### config.mk
export PLATFORM = sky130hd
export DESIGN_NAME = vision_turret_aim_controller_core
export DESIGN_NICKNAME = d
export VERILOG_FILES = /design/src/rtl/vtac_pkg.sv /design/src/rtl/vtac_drive.sv /design/src/rtl/vision_turret_aim_controller_core.sv
export SDC_FILE = /design/constraint.sdc
export NUM_CORES = 1
export LEC_CHECK = 0
export BUFFER_PORTS_ARGS = -buffer_cell sky130_fd_sc_hd__buf_2
export CORE_MARGIN = 2
export CORE_UTILIZATION = 45
export CTS_CLUSTER_DIAMETER = 50
export DETAILED_ROUTE_END_ITERATION = 8
export PLACE_DENSITY_LB_ADDON = 0.3
export SLEW_MARGIN = 15
export SYNTH_ARGS = -nofsm -noshare
export SYNTH_HDL_FRONTEND = slang
export SYNTH_SLANG_ARGS = --single-unit
### constraint.sdc
create_clock -name clk -period 8.03 [get_ports clk]
set_clock_uncertainty 0.2 [all_clocks]
set_input_delay 1.2045 -clock clk [delete_from_list [all_inputs] [get_ports clk]]
set_output_delay 1.2045 -clock clk [all_outputs]
set_load 0.01 [all_outputs]
### src/rtl/vtac_pkg.sv
// ----------------------------------------------------------------------------
// vtac_pkg
// Shared constants and types for the turret aim controller.
// ----------------------------------------------------------------------------
package vtac_pkg;

  localparam int unsigned LimitWidth  = 23;
  localparam int unsigned EncWidth    = 24;
  localparam int unsigned XWidth      = 9;
  localparam int unsigned YWidth      = 8;
  localparam int unsigned WWidth      = 9;
  localparam int unsigned HWidth      = 8;
  localparam int unsigned AreaWidth   = WWidth + HWidth;
  localparam int unsigned TenthsWidth = 4;
  localparam int unsigned InDataWidth = 64;
  localparam int unsigned OutDataWidth = 8;
  localparam int unsigned CfgIdxWidth = 1;

  localparam logic [YWidth-1:0]    YLimit    = 8'd90;
  localparam logic [AreaWidth-1:0] AreaLimit = 17'd3935;
  localparam logic [XWidth-1:0]    CentreLo  = 9'd150;
  localparam logic [XWidth-1:0]    CentreHi  = 9'd170;
  localparam logic [XWidth-1:0]    SlowLo    = 9'd85;
  localparam logic [XWidth-1:0]    SlowHi    = 9'd235;
  localparam logic [XWidth-1:0]    Middle    = 9'd160;

  localparam logic signed [TenthsWidth-1:0] TenthsFast = 4'sd4;
  localparam logic signed [TenthsWidth-1:0] TenthsSlow = 4'sd2;
  localparam logic signed [TenthsWidth-1:0] TenthsStop = 4'sd0;

  // register indexes on the configuration port
  localparam logic [CfgIdxWidth-1:0] RegEncoderLimit  = 1'b0;
  localparam logic [CfgIdxWidth-1:0] RegAutonomousMode = 1'b1;

  // input kinds carried on tuser
  localparam logic CmdBlob = 1'b0;
  localparam logic CmdTick = 1'b1;

  typedef struct packed {
    logic                          centred;
    logic signed [TenthsWidth-1:0] tenths;
  } drive_t;

endpackage

### src/rtl/vtac_drive.sv
// ----------------------------------------------------------------------------
// vtac_drive
// Maps the chosen blob column to a swivel speed and a centred flag.
// ----------------------------------------------------------------------------
module vtac_drive
  import vtac_pkg::*;
(
  input  logic [XWidth-1:0] bx,
  output drive_t            drive
);

  logic slow;
  logic signed [TenthsWidth-1:0] mag;

  always_comb begin
    slow          = (bx >= SlowLo) && (bx <= SlowHi);
    mag           = slow ? TenthsSlow : TenthsFast;
    drive.centred = (bx >= CentreLo) && (bx <= CentreHi);
    if (drive.centred) begin
      drive.tenths = TenthsStop;
    end else if (bx < Middle) begin
      drive.tenths = -mag;
    end else begin
      drive.tenths = mag;
    end
  end

endmodule

### src/rtl/vision_turret_aim_controller_core.sv
// ----------------------------------------------------------------------------
// vision_turret_aim_controller_core
// Keeps the best blob of a frame and issues a swivel command at frame end;
// empty-frame ticks run the search sweep with edge-triggered reversal.
// ----------------------------------------------------------------------------
// Each accepted item's result is loaded into the output register on its transfer.
// Throughput: one item per cycle; the frame state is updated on each transfer and
// the result register on each transfer that yields a result, and the input is held
// off only while a result waits and the output side stalls.
// Reset (rst, synchronous): sweep positive, frame state and flags cleared,
// both configuration registers zero, output register empty.
module vision_turret_aim_controller_core
  import vtac_pkg::*;
(
  input  logic                    clk,
  input  logic                    rst,
  // configuration write port
  input  logic                    wr_en,
  input  logic [CfgIdxWidth-1:0]  wr_index,
  input  logic [LimitWidth-1:0]   wr_data,
  // input stream
  input  logic                    s_tvalid,
  output logic                    s_tready,
  // [8:0] blob_x, [16:9] blob_y, [25:17] blob_width, [33:26] blob_height,
  // [57:34] encoder_pos, [63:58] zero
  input  logic [InDataWidth-1:0]  s_tdata,
  input  logic                    s_tlast,  // last_blob
  input  logic                    s_tuser,  // cmd
  // result stream
  output logic                    m_tvalid,
  input  logic                    m_tready,
  // [0] drive_set, [4:1] drive_tenths, [5] target_acquired, [6] finished,
  // [7] zero
  output logic [OutDataWidth-1:0] m_tdata
);

  logic [LimitWidth-1:0] encoder_limit;
  logic                  autonomous_mode;

  logic              sweep_positive, sweep_positive_next;
  logic              fwd_beyond, fwd_beyond_next;
  logic              rev_beyond, rev_beyond_next;
  logic              acquired_flag, acquired_flag_next;
  logic [1:0]        blob_count, blob_count_next;
  logic              best_found, best_found_next;
  logic [XWidth-1:0] best_x, best_x_next;
  logic [YWidth-1:0] best_y, best_y_next;

  logic                          out_valid_next;
  logic                          drive_set_next;
  logic signed [TenthsWidth-1:0] tenths_next;

  logic              accept;
  logic [XWidth-1:0] in_x;
  logic [YWidth-1:0] in_y;
  logic [WWidth-1:0] in_w;
  logic [HWidth-1:0] in_h;
  logic signed [EncWidth-1:0] in_pos;
  logic signed [EncWidth:0]   pos_ext, lim_ext;
  logic [AreaWidth-1:0] area;
  logic qualifies, take;
  logic [XWidth-1:0] cand_x;
  logic fwd, rev, fwd_edge, rev_edge;
  drive_t drive;

  assign s_tready = !m_tvalid || m_tready;
  assign accept   = s_tvalid && s_tready;

  assign in_x   = s_tdata[8:0];
  assign in_y   = s_tdata[16:9];
  assign in_w   = s_tdata[25:17];
  assign in_h   = s_tdata[33:26];
  assign in_pos = s_tdata[57:34];

  assign pos_ext = {in_pos[EncWidth-1], in_pos};
  assign lim_ext = {2'b00, encoder_limit};
  assign area    = AreaWidth'(in_w) * AreaWidth'(in_h);

  assign qualifies = (in_y <= YLimit) && (area < AreaLimit);
  assign take      = qualifies && (!best_found || (best_y < in_y));
  // column of the frame's best blob including the current one
  assign cand_x    = take ? in_x : best_x;

  vtac_drive u_drive (
    .bx    (cand_x),
    .drive (drive)
  );

  always_comb begin
    sweep_positive_next = sweep_positive;
    fwd_beyond_next     = fwd_beyond;
    rev_beyond_next     = rev_beyond;
    acquired_flag_next  = acquired_flag;
    blob_count_next     = blob_count;
    best_found_next     = best_found;
    best_x_next         = best_x;
    best_y_next         = best_y;
    out_valid_next      = 1'b0;
    drive_set_next      = 1'b0;
    tenths_next         = TenthsStop;

    fwd       = pos_ext > lim_ext;
    rev       = pos_ext < -lim_ext;
    fwd_edge  = fwd && !fwd_beyond;
    rev_edge  = rev && !rev_beyond;

    if (s_tuser == CmdTick) begin
      // drop any partial frame and run the sweep
      fwd_beyond_next = fwd;
      rev_beyond_next = rev;
      if (rev_edge) begin
        sweep_positive_next = 1'b1;
      end else if (fwd_edge) begin
        sweep_positive_next = 1'b0;
      end
      acquired_flag_next = 1'b0;
      blob_count_next    = 2'd0;
      best_found_next    = 1'b0;
      best_x_next        = '0;
      best_y_next        = '0;
      out_valid_next     = 1'b1;
      drive_set_next     = 1'b1;
      tenths_next        = sweep_positive_next ? TenthsFast : -TenthsFast;
    end else begin
      if (take) begin
        best_found_next = 1'b1;
        best_x_next     = in_x;
        best_y_next     = in_y;
      end
      if (blob_count != 2'd2) begin
        blob_count_next = blob_count + 2'd1;
      end
      if (s_tlast) begin
        out_valid_next = 1'b1;
        if (!best_found_next) begin
          if (blob_count_next == 2'd2) begin
            acquired_flag_next = 1'b0;
          end
        end else begin
          drive_set_next     = 1'b1;
          tenths_next        = drive.tenths;
          acquired_flag_next = drive.centred;
        end
        blob_count_next = 2'd0;
        best_found_next = 1'b0;
        best_x_next     = '0;
        best_y_next     = '0;
      end
    end
  end

  always_ff @(posedge clk) begin
    if (rst) begin
      encoder_limit   <= '0;
      autonomous_mode <= 1'b0;
    end else if (wr_en) begin
      case (wr_index)
        RegEncoderLimit:   encoder_limit   <= wr_data;
        RegAutonomousMode: autonomous_mode <= wr_data[0];
        default: ;
      endcase
    end
  end

  always_ff @(posedge clk) begin
    if (rst) begin
      sweep_positive <= 1'b1;
      fwd_beyond     <= 1'b0;
      rev_beyond     <= 1'b0;
      acquired_flag  <= 1'b0;
      blob_count     <= 2'd0;
      best_found     <= 1'b0;
      best_x         <= '0;
      best_y         <= '0;
      m_tvalid       <= 1'b0;
    end else begin
      if (accept) begin
        sweep_positive <= sweep_positive_next;
        fwd_beyond     <= fwd_beyond_next;
        rev_beyond     <= rev_beyond_next;
        acquired_flag  <= acquired_flag_next;
        blob_count     <= blob_count_next;
        best_found     <= best_found_next;
        best_x         <= best_x_next;
        best_y         <= best_y_next;
        m_tvalid       <= out_valid_next;
      end else if (m_tready) begin
        m_tvalid <= 1'b0;
      end
    end
  end

  // result payload: load only on a transfer that yields a result
  always_ff @(posedge clk) begin
    if (accept && out_valid_next) begin
      m_tdata <= {1'b0, autonomous_mode && acquired_flag_next, acquired_flag_next,
                  tenths_next, drive_set_next};
    end
  end

endmodule
==> results by group <==
Run status
  • Outcome: complete, no violations

CTS
  • Number of CTS-inserted buffers: 5
  • Register clock-pin slew on the reported worst setup and hold paths: around 0.080 ns
  • Root Buffer: clkbuf_16
  • CTS tree: built
  • Sink Count: 55
  • Post-CTS Setup Inserts: 0
  • Clock Latency Late Sink: 0.30 ns
  • Post-cts hold buffer count: 0
  • CTS HTree Levels: 2
  • CTS Buffer Depth: 2
  • # resized after CTS: 0

Synth
  • Yosys top cell area share: 0.175
  • Number of synthesized register bits: 55
  • Yosys Warn Count: 0
  • Syn Area/Cell: roughly 8.4 µm²
  • Post-Synthesis Cells: between 700 and 800
  • Synth cell count leaders: inv_1, ha_1, nand2_1
  • Distinct cells, synth: 75
  • Most frequent cell after synthesis: inv_1
  • Post-synth EDFFs: 6
  • Cell Area, Synth: between 6000 and 7000 µm²
  • Async S/R FF share, synth: 0
  • Largest cells by area after synthesis: ha_1, dfxtp_1, fa_1, and2_1, inv_1
  • Yosys top cell by area: ha_1
  • Commonest register cell after synthesis: dfxtp_1
  • Sequential area share after synthesis: 0.175

Global route
  • Overall Global Routing Usage: 0.182
  • GR Overflow Total: 0
  • First-pass GRT wire length: around 24000 µm
  • Largest net degree at the start of global routing: 50
  • Initial antenna violation count: 0
  • Vias in the first global route: ~5300

Min path
  • Min-delay worst type: reg2reg

Timing
  • Final setup TNS: 0 ns
  • RSZ-0062 raised after global routing: false
  • Final min period: 6.63 ns
  • Final setup vio count: 0
  • Slew @ Worst Pin: ~1.0 ns
  • Max Clk Rate: 151 MHz
  • Setup WS post-layout: approximately 1.4 ns
  • Final hold violations: 0
  • Max Transition Viols Final: 0
  • Relative slew slack: 0.301
  • Final Cycle Share: 0.826

Worst setup path
  • Worst EP arrival: 6.58 ns
  • Crit path max fanout: 17
  • CP endpoint kind: register
  • Worst Path Required: about 8 ns
  • Nature of the critical path startpoint: input port
  • Kind of critical path: in2reg

Route
  • Post-route ant nets: 0
  • DRC viols: 0
  • Routed WL: about 14000 µm
  • Via count: ~5600
  • DR iter-0 viols: approximately 220
  • Average wire per standard cell: ~13 µm
  • Via density: ~5.3
  • DR pass1 iterations: 4

Pwr
  • Maximum vdd drop: 0.122 mV
  • PD cells: between 150 and 200 nW/µm²
  • Overall Power: 1.40 mW
  • Pleak: around 3.4 nW

Placement
  • Port Buf Inserts: 96
  • DP HPWL: 11600 µm
  • Gpl congestion: 0.811
  • Post-Place Setup Slack: approximately 1.1 ns

Floorplanning
  • FP Rows: between 40 and 50
  • Initial core utilization: 0.459
  • Die width: 126 µm
  • Die area: ~16000 µm²
  • Core Region: between 10000 and 15000 µm²
  • Die height: around 130 µm
  • IO Pins: roughly 110

Run
  • Max-cap viol count: 0

Layout
  • Area Overhead vs Synth: 11.0%
  • Number of antenna repair diodes: 0
  • Nets: between 1000 and 1500
  • Layout cells sized above 1: 0.165
## cell usage in the layout (no fill, tap or decap), drive strengths merged, types with 19 or more instances in the layout
cell type,synthesis,routed
and2,63,63
fa,42,42
a21oi,57,57
dfxtp,49,49
o21ai,22,22
xnor2,19,19
nor2,42,42
nand2,89,89
ha,93,93
a21o,25,25
buf,9,98
inv,96,97
## power breakdown
| group | internal (mW) | switching (mW) |
|---|---|---|
| clock network | 0.117 | 0.106 |
| logic | 0.365 | 0.509 |
| registers | 0.290 | 0.00915 |
## area by class of cell
class / count / area, µm²
Fill cell: 1417 / 7100
Multi-Input combinational cell: 621 / 4990
Sequential cell: 55 / 1160
Timing Repair Buffer: 98 / 495
Inverter: 96 / 360
Tap cell: 184 / 230
Clock buffer: 6 / 129
Clock inverter: 2 / 16.3
## cells by family (layout without fill, tap and decap cells)
logic type                 after synthesis  after routing  share of synthesized area
xor gates and xnor gates                22             22                     0.0290
AOI/OAI and AO/OA                      178            178                      0.189
and+or+nand+nor                        280            280                      0.223
other                                    1              2                   0.000564
muxes                                    4              4                    0.00621
DFF                                     55             55                      0.175
buffers and inverters                  116            202                     0.0753
adders and majority gates              135            135                      0.302
## critical path, stage by stage
cell and delay [ns]:
buf_2 0.14, and2_1 0.18, fa_1 0.51, fa_1 0.52, fa_1 0.54, inv_1 0.06, fa_1 0.54, inv_1 0.05
ha_1 0.41, a21o_1 0.22, a311oi_1 0.45, o21ba_2 0.20, nor4b_2 0.05, a2111oi_2 0.49, nand2_2 0.21, a21o_1 0.46
a22oi_1 0.28, nor2_1 0.06
## sequential cells by signal (all words and copies together), names as in the netlist, 2 cells and up
name	count
m_tdata	6
best_y	8
blob_count	2
encoder_limit	23
best_x	9
## path summary, 6_finish.rpt
check | from | to | slack (ns) | depth (start not counted)
worst max-delay path | s_tdata[20] | best_y[1] | 1.40 | 18
worst max register to register | encoder_limit[4] | m_tdata[4] | 4.12 | 13
worst min-delay path | blob_count[1] | blob_count[1] | 0.25 | 2
worst min register to register | blob_count[1] | blob_count[1] | 0.25 | 2
## through the flow
stage,hold WS [ns],instance area (µm²),util,instances
finish,0.255,7380,0.510,1062
global route,0.273,7380,0.510,1062
CTS,0.256,7380,0.510,1062
detailed placement,0.245,7240,0.500,1054
global placement,0.238,7240,0.500,1054
floorplan,0.231,6650,-,792
## per-layer routing
| layer | up-vias | GRT usage | share of wire |
|---|---|---|---|
| met5 | - | 0 | 0 |
| met4 | 0 | 0.0242 | 0.0039 |
| met2 | 82 | 0.305 | 0.47 |
| met3 | 4 | 0.0252 | 0.035 |
| met1 | 2627 | 0.257 | 0.50 |
| li1 | 2911 | - | - |
Note: power is estimated with default switching activity, not from simulation.
